File: src/rtl/ncc_pkg.sv
`timescale 1ns / 1ps
// ncc_pkg: shared types and constants for the nearest centroid classifier
// used by ncc_front, ncc_back and the top level, depends on nothing

package ncc_pkg;

   localparam int CFG_BITS = 6;
   localparam int CSR_IDX_BITS = 1;
   localparam int SLOT_BITS = 5;
   localparam int DIM_BITS = 5;
   localparam int IDX_BITS = 5;
   localparam int DIST_BITS = 53;

   localparam logic [DIST_BITS-1:0] DIST_MAX = '1;

   localparam logic [CSR_IDX_BITS-1:0] CSR_CENTROIDS_IN_USE = 1'b0;
   localparam logic [CSR_IDX_BITS-1:0] CSR_DIMS_IN_USE = 1'b1;

   typedef struct packed {
      logic is_write;
      logic clear;
      logic emit;
   } op_flags_type;

   typedef enum logic [1:0] {
      BK_IDLE,
      BK_ISSUE,
      BK_DRAIN
   } bk_state_type;

endpackage

File: src/rtl/ncc_front.sv
`timescale 1ns / 1ps
// ncc_front: accepts input transactions, drops out-of-range ones, tags the rest
// depends on ncc_pkg

module ncc_front #(
   parameter int MAX_CENTROIDS = 32,
   parameter int MAX_DIMS = 32,
   parameter int VALUE_BITS = 24,
   parameter int QW = 37
) (
   input  logic                                req_valid,
   output logic                                req_ready,
   input  logic                                req_command,
   input  logic [ncc_pkg::SLOT_BITS-1:0]       req_centroid_slot,
   input  logic [ncc_pkg::DIM_BITS-1:0]        req_dim_index,
   input  logic signed [VALUE_BITS-1:0]        req_coord_value,
   input  logic [ncc_pkg::CFG_BITS-1:0]        ndims_last,
   input  logic                                q_full,
   output logic                                q_push,
   output logic [QW-1:0]                       q_data
);

   import ncc_pkg::*;

   op_flags_type flags;
   logic         keep;

   assign req_ready = !q_full;

   always_comb begin
      flags.is_write = !req_command;
      flags.clear    = (req_dim_index == '0);
      flags.emit     = (CFG_BITS'(req_dim_index) == ndims_last);
      if (flags.is_write) begin
         keep = (32'(req_centroid_slot) < 32'(MAX_CENTROIDS)) &&
                (32'(req_dim_index) < 32'(MAX_DIMS));
      end else begin
         keep = (CFG_BITS'(req_dim_index) <= ndims_last);
      end
      q_push = req_valid && !q_full && keep;
      q_data = {flags, req_centroid_slot, req_dim_index, req_coord_value};
   end

endmodule

File: config.mk
export PLATFORM = sky130hd
export DESIGN_NAME = ncc_front
export DESIGN_NICKNAME = d
export VERILOG_FILES = /design/src/rtl/ncc_pkg.sv /design/src/rtl/ncc_front.sv
export SDC_FILE = /design/constraint.sdc
export NUM_CORES = 1
export LEC_CHECK = 0
export BUFFER_PORTS_ARGS = -buffer_cell sky130_fd_sc_hd__buf_4
export CORE_UTILIZATION = 29
export DETAILED_ROUTE_END_ITERATION = 12
export GPL_TIMING_DRIVEN = 0
export PLACE_DENSITY = 0.91
export SYNTH_ARGS = -nofsm -noshare
export SYNTH_HDL_FRONTEND = slang
export SYNTH_SLANG_ARGS = --single-unit
File: constraint.sdc
create_clock -name vclk -period 4.6
set_input_delay 1.38 -clock vclk [all_inputs]
set_output_delay 1.38 -clock vclk [all_outputs]
set_load 0.01 [all_outputs]
==> reports/metrics.yaml <==
outcome: "complete, no violations"
regArea_um2: 0
postSynthAreaPerCell_um2: 7.46
syn_to_final_growth_pct: 99.7
tightest_slew_ns: 0.182
required_ns: 3.22
holdPathStages: 2
vias: 513
grt_overflow_total: 0
ys_types: 13
ioPinCount: 82
rsz0062_at_grt: "no"
initial_utilization: 0.317
clockBufferCount: 0
cpLargestDelayFamily: "simple AND/OR/NAND/NOR gates"
synthTopCellsByArea: "buf_4 61%, ha_1 15%, inv_1 6.3%, and3_4 2.7%, and4b_1 2.4%"
ys_seq_area_frac: 0
synth_top_area_frac: 0.611
max_stage_delay_ns: 0.32
post_cts_resized: 0
crit_path_start_kind: "primary input"
synth_top_cell_by_area: "buf_4"
portBuffers: 53
syn_nets: 104
fillCellCount: 135
min_from: "req_coord_value[20]"
timing.slew.headroom: 0.877
fp.dieH_um: 40.0
drive_gt1_frac: 0.807
nets: 159
grt_usage: 0.107
holdCritPathClass: "in2out"
post-route-util: 0.633
drt_iter0_drc: 2
diodes: 0
cp_cell_sequence: "buf_4 > ha_1 > and4b_1 > and3_4 > o311a_1 > buf_4"
setup_viol: 0
drc_errors: 0
first_global_vias: 349
yosys_warnings: 0
period_share: 0.882
design.seq.count: 0
worstPathMaxFanout: 3
crit_buf_inv: 2
coreArea_um2: 1320
worstPathArrival_ns: 2.68
synth.most_common_cell: "buf_4"
fin_crit_ns: 4.06
ant_nets: 0
row_count: 13
leakagePower_nw: 0.527
ir_drop_mv: 0.0450
finalMaxSlewViolations: 0
post_cts_buffers: 0
antenna_found_initial: 0
viasPerCell: 4.14
syn-cell-area_um2: 418
fmaxAchievable_mhz: 247
timing_hold_violations_final: 0
routabilityCongestion: 0.683
wirelength_um: 1150
placed_area_um2: 835
yosys-top-cells-count: "34 x buf_4, 7 x inv_1, 5 x ha_1"
holdPathEnd: "q_data[20]"
path_class: "in2out"
setup_tns_ns: 0
slowest_stage: "o311a_1"
powerDensity_nw_per_um2: 91.6
maxCapViolations: 0
grt_max_degree: 4
die_area_um2: 1600
cp-end-kind: "primary output"
firstDrtPassIters: 2
cts_hold_buf: 0
dp_hpwl_um: 1080
syn_inst: 56
grt_pass1_wl_um: 1240
wl_per_cell_um: 9.27
final_area_um2: 835
cp_common_cell: "buf_4"
die_w_um: 40.0
-- layout make-up --
type | count | area, um2 | area share
inverter | 7 | 26.3 | 0.0315
multi-input combinational | 15 | 136 | 0.163
buffer | 34 | 255 | 0.306
tap | 15 | 18.8 | 0.0225
timing repair buffer | 53 | 398 | 0.477
-- cells in the final DEF, fill, tap and decap left out, drive strengths merged --
master / synthesis / final
a21o: 1 / 1
a21oi: 1 / 1
and3: 1 / 1
and4b: 1 / 1
buf: 34 / 87
ha: 5 / 5
inv: 7 / 7
nor2: 1 / 1
nor2b: 1 / 1
o21a: 1 / 1
o21ai: 1 / 1
o311a: 1 / 1
or4: 1 / 1
-- per-stage QoR --
stage	total power, mW	hold slack [ns]	setup slack [ns]	std cells
finish	0.0765	2.94	0.545	124
global route	0.0829	2.94	0.520	124
floorplan	0.0398	2.81	0.794	56
global placement	0.0756	2.94	0.571	124
detailed placement	0.0773	2.94	0.548	124
CTS	0.0774	2.94	0.543	124
-- metal layers --
metal | GRT usage | vias to the layer above | share of wire
li1 | - | 250 | -
met1 | 0.0921 | 215 | 0.27
met2 | 0.254 | 48 | 0.53
met3 | 0.0111 | 0 | 0.20
met4 | 0 | 0 | 0
met5 | 0 | - | 0
-- cell families after synthesis --
| family | Yosys count | synth area share |
|---|---|---|
| buffers and inverters | 41 | 0.674 |
| AND/OR/NAND/NOR | 5 | 0.0928 |
| adder cells (fa/ha/maj) | 5 | 0.150 |
| AO/OA/AOI/OAI | 5 | 0.0838 |
-- worst max-delay path by stage --
stage | from | end | cells after the start | slack, ns
6_report | req_dim_index[3] | q_push | 6 | 0.54
5_1_grt | req_dim_index[4] | q_push | 7 | 0.52
4_1_cts | req_dim_index[3] | q_push | 6 | 0.54
3_5_place_dp | req_dim_index[3] | q_push | 6 | 0.55
3_3_place_gp | req_dim_index[3] | q_push | 6 | 0.57
2_1_floorplan | ndims_last[3] | q_push | 5 | 0.79
-- where the power goes --
| part | total, mW | switching [mW] | internal [mW] |
|---|---|---|---|
| Clock | 0 | 0 | 0 |
| Sequential | 0 | 0 | 0 |
| Combinational | 0.0765 | 0.0257 | 0.0507 |
Note: power is estimated with default switching activity, not from simulation.
