$ cat src/rtl/ncc_queue.sv
`timescale 1ns / 1ps
// ncc_queue: two-entry queue between front and back end
// depends on nothing outside this file

module ncc_queue #(
   parameter int WIDTH = 37
) (
   input  logic             clock,
   input  logic             reset,
   input  logic             push,
   input  logic [WIDTH-1:0] push_data,
   output logic             full,
   input  logic             pop,
   output logic             valid,
   output logic [WIDTH-1:0] data
);

   logic [WIDTH-1:0] entry_ff [2];
   logic             wr_ptr_ff;
   logic             wr_ptr_in;
   logic             rd_ptr_ff;
   logic             rd_ptr_in;
   logic [1:0]       count_ff;
   logic [1:0]       count_in;

   assign full  = (count_ff == 2'd2);
   assign valid = (count_ff != 2'd0);
   assign data  = entry_ff[rd_ptr_ff];

   always_comb begin
      wr_ptr_in = wr_ptr_ff ^ push;
      rd_ptr_in = rd_ptr_ff ^ pop;
      count_in  = count_ff + {1'b0, push} - {1'b0, pop};
   end

   always_ff @(posedge clock) begin
      if (reset) begin
         wr_ptr_ff <= 1'b0;
         rd_ptr_ff <= 1'b0;
         count_ff  <= 2'd0;
      end else begin
         wr_ptr_ff <= wr_ptr_in;
         rd_ptr_ff <= rd_ptr_in;
         count_ff  <= count_in;
      end
   end

   always_ff @(posedge clock) begin
      if (push) begin
         entry_ff[wr_ptr_ff] <= push_data;
      end
   end

endmodule

$ cat config.mk
export PLATFORM = sky130hd
export DESIGN_NAME = ncc_queue
export DESIGN_NICKNAME = d
export VERILOG_FILES = /design/src/rtl/ncc_queue.sv
export SDC_FILE = /design/constraint.sdc
export NUM_CORES = 1
export LEC_CHECK = 0
export ABC_AREA = 0
export BUFFER_PORTS_ARGS = -buffer_cell sky130_fd_sc_hd__buf_2
export CAP_MARGIN = 20
export CELL_PAD_IN_SITES_DETAIL_PLACEMENT = 1
export CELL_PAD_IN_SITES_GLOBAL_PLACEMENT = 2
export CORE_AREA = 5 5 90 92
export CTS_BUF_LIST = sky130_fd_sc_hd__clkbuf_8
export CTS_CLUSTER_DIAMETER = 100
export DETAILED_ROUTE_END_ITERATION = 16
export DIE_AREA = 0 0 95 97
export PLACE_DENSITY = 0.82
export REMOVE_ABC_BUFFERS = 1
export SETUP_SLACK_MARGIN = 0.5
export SLEW_MARGIN = 20
export SYNTH_ARGS = -nofsm -noshare
export SYNTH_HDL_FRONTEND = slang
export SYNTH_SLANG_ARGS = --single-unit
$ cat constraint.sdc
create_clock -name clock -period 3 [get_ports clock]
set_input_delay 0.15 -clock clock [delete_from_list [all_inputs] [get_ports clock]]
set_output_delay 0.15 -clock clock [all_outputs]
set_load 0.1 [all_outputs]
==> out/results.tsv <==
metric	value	unit
outcome	completed	
syn2layout_area_growth	37.52	%
power_density	735.2	mW/mm^2
holdCritPathClass	in2reg	
placementRows	31	
clock_latency	0.34	ns
antenna_cells	0	
p_leak	0.001600	uW
yosysSeqAreaShare	77.83	%
vias	1628	
cts.htree.levels	3	
top_layer	met4	
yosys_warnings	0	
irDropWorstVdd	0.3141	mV
first_pass_iters	4	
worstRegToRegCells	2	
max_clock_freq	480.4	MHz
start_util	41.44	%
fillers	685	
dpl.cell_count	309	
port_buffers	79	
wl_met2	3.042	mm
post_drt_wl_per_cell	16.35	um
wl_met1	2.448	mm
finalClockSkew	0.008850	ns
drtIter0Drc	52	
rsz0062_at_grt	no	
cp_max_fo	21	
cts_made_buffers	9	
period_needed	2.082	ns
end_kind	output port	
finalHoldViolCount	0	
grt.overflow.total	0	
met3_length	348	um
synth_cells	134	
path_class	reg2out	
preCtsSetupSlack	1.264	ns
finalCritPeriodShare	69.39	%
grt_max_degree	38	
grt_usage	13.87	%
grt_pass1_vias	1854	
maxSlewHeadroom	37.31	%
ys_ff_latch	78	
setup_tns	0	ns
power.internal	2011	uW
setup_slack	0.9184	ns
fp.dieW	95	um
worstPathRequired	2.85	ns
coreArea	0.007137	sq mm
multiInputGateArea	608.1	sq um
power.switching	980.1	uW
cts.path.max_buffers	2	
clk_pin_slew	0.07	ns
syn_area_per_cell	22.07	sq um
setup_viol	0	
drt_drc_violations_left	0	
cts_setup_buffers	0	
final_nets	303	
syn_area	0.002958	sq mm
dp_hpwl	3.725	mm
gp_routability_congestion	0.6538	
reg2reg_setup_slack	1.45	ns
ant_nets	0	
final_layout_size_suffix_gt1_share	51.91	%
cts.sinks	78	
seq_area	0.002303	sq mm
comb_power_share	25.8	%
ys_types	13	
instances_no_fill	361	
power_frac_seq	43.5	%
viasPerCell	4.510	
startpoint_type	flop	
max_cap_viol_count	0	
io-pin-count	80	
drv_slew	0	
whs_path_depth	2	
ctsRootBufferMaster	clkbuf_8	
cts_tree	done	
wirelength	5.903	mm
whs	0.02050	ns
worst_pin_slew	0.9404	ns
grt_pass1_wl	9.549	mm
die_height	97	um
p_sw_share	32.77	%
p_clk_share	30.6	%
dieArea	0.009215	sq mm
crit_arrival	1.93	ns
antenna_found_initial	0	
[cell usage after synthesis (all sizes together)]
cell type	instances	share of area (%)
edfxtp	74	75
xnor3	1	0.76
inv	3	0.38
dfxtp	4	2.7
or2	1	0.21
ha	4	1.7
nor2	3	0.38
mux2	37	17
nor2b	2	0.42
buf	4	1.4
xnor2	1	0.30
[flip-flops by register name (all words and copies together), names as in the netlist]
name and flops:
count_ff 2, entry_ff 74, rd_ptr_ff 1, wr_ptr_ff 1
[routing by layer]
metal	up-vias	global-route usage, %
met3	5	3.801
met5	-	0
met1	801	16.86
li1	766	-
met2	56	23.32
met4	0	4.994
[power groups by stage]
| stage | Combinational (uW) | Clock (uW) | Sequential, uW |
|---|---|---|---|
| final | 772 | 916 | 1300 |
| after global routing | 805 | 991 | 1310 |
| after CTS | 777 | 945 | 1300 |
| after detailed placement | 738 | 0 | 1330 |
| after global placement | 732 | 0 | 1320 |
| after floorplan | 613 | 0 | 1330 |
[what timing repair did]
action                                 CTS  global route
endpoints found under the hold margin   70             1
gates resized for setup                  0             0
hold buffers                            36             1
[final timing paths]
check | start | endpoint
worst max register to register | wr_ptr_ff$_SDFF_PP0_ | entry_ff[0][18]$_DFFE_PP_
worst max-delay path | rd_ptr_ff$_SDFF_PP0_ | data[27]
worst min-delay path | reset | rd_ptr_ff$_SDFF_PP0_
worst min register to register | wr_ptr_ff$_SDFF_PP0_ | wr_ptr_ff$_SDFF_PP0_
[worst max-delay path, cell delays in order, from the launching register on]
cell and delay, ns:
dfxtp_2 0.67, buf_12 0.27, mux2_2 0.36, buf_2 0.29
[logic make-up (layout without fill, tap and decap cells)]
logic type | Yosys count | in the layout | share of synthesized area [%]
buffers and inverters | 7 | 135 | 1.777
muxes | 37 | 37 | 16.62
DFF | 78 | 78 | 77.83
adders and majority gates | 4 | 4 | 1.692
xor gates and xnor gates | 2 | 2 | 1.058
and+or+nand+nor | 6 | 6 | 1.015
[layout by cell type, fill, tap and decap left out, drive strengths merged, types with 2 or more instances in the layout]
master and n:
clkbuf 9, dlygate4sd3 37, mux2 37, buf 80
nor2b 2, dfxtp 4, inv 3, bufinv 3
edfxtp 74, nor2 3, ha 4, clkinv 2
[metrics by stage]
stage / util, % / area [sq um] / total power (uW)
floorplan: - / 2917 / 1939
detailed placement: 48.51 / 3462 / 2066
global placement: 48.51 / 3462 / 2055
CTS: 56.85 / 4058 / 3026
finish: 57.00 / 4068 / 2991
global route: 57.00 / 4068 / 3106
[area by class of cell]
type	count	share of cell area, %
Clock inverter	6	2.738
Multi-Input combinational cell	49	14.95
Timing Repair Buffer	117	19.32
Clock buffer	9	3.045
Tap cell	99	3.045
Sequential cell	78	56.63
Inverter	3	0.2768
(Power assumes the default switching activity.)
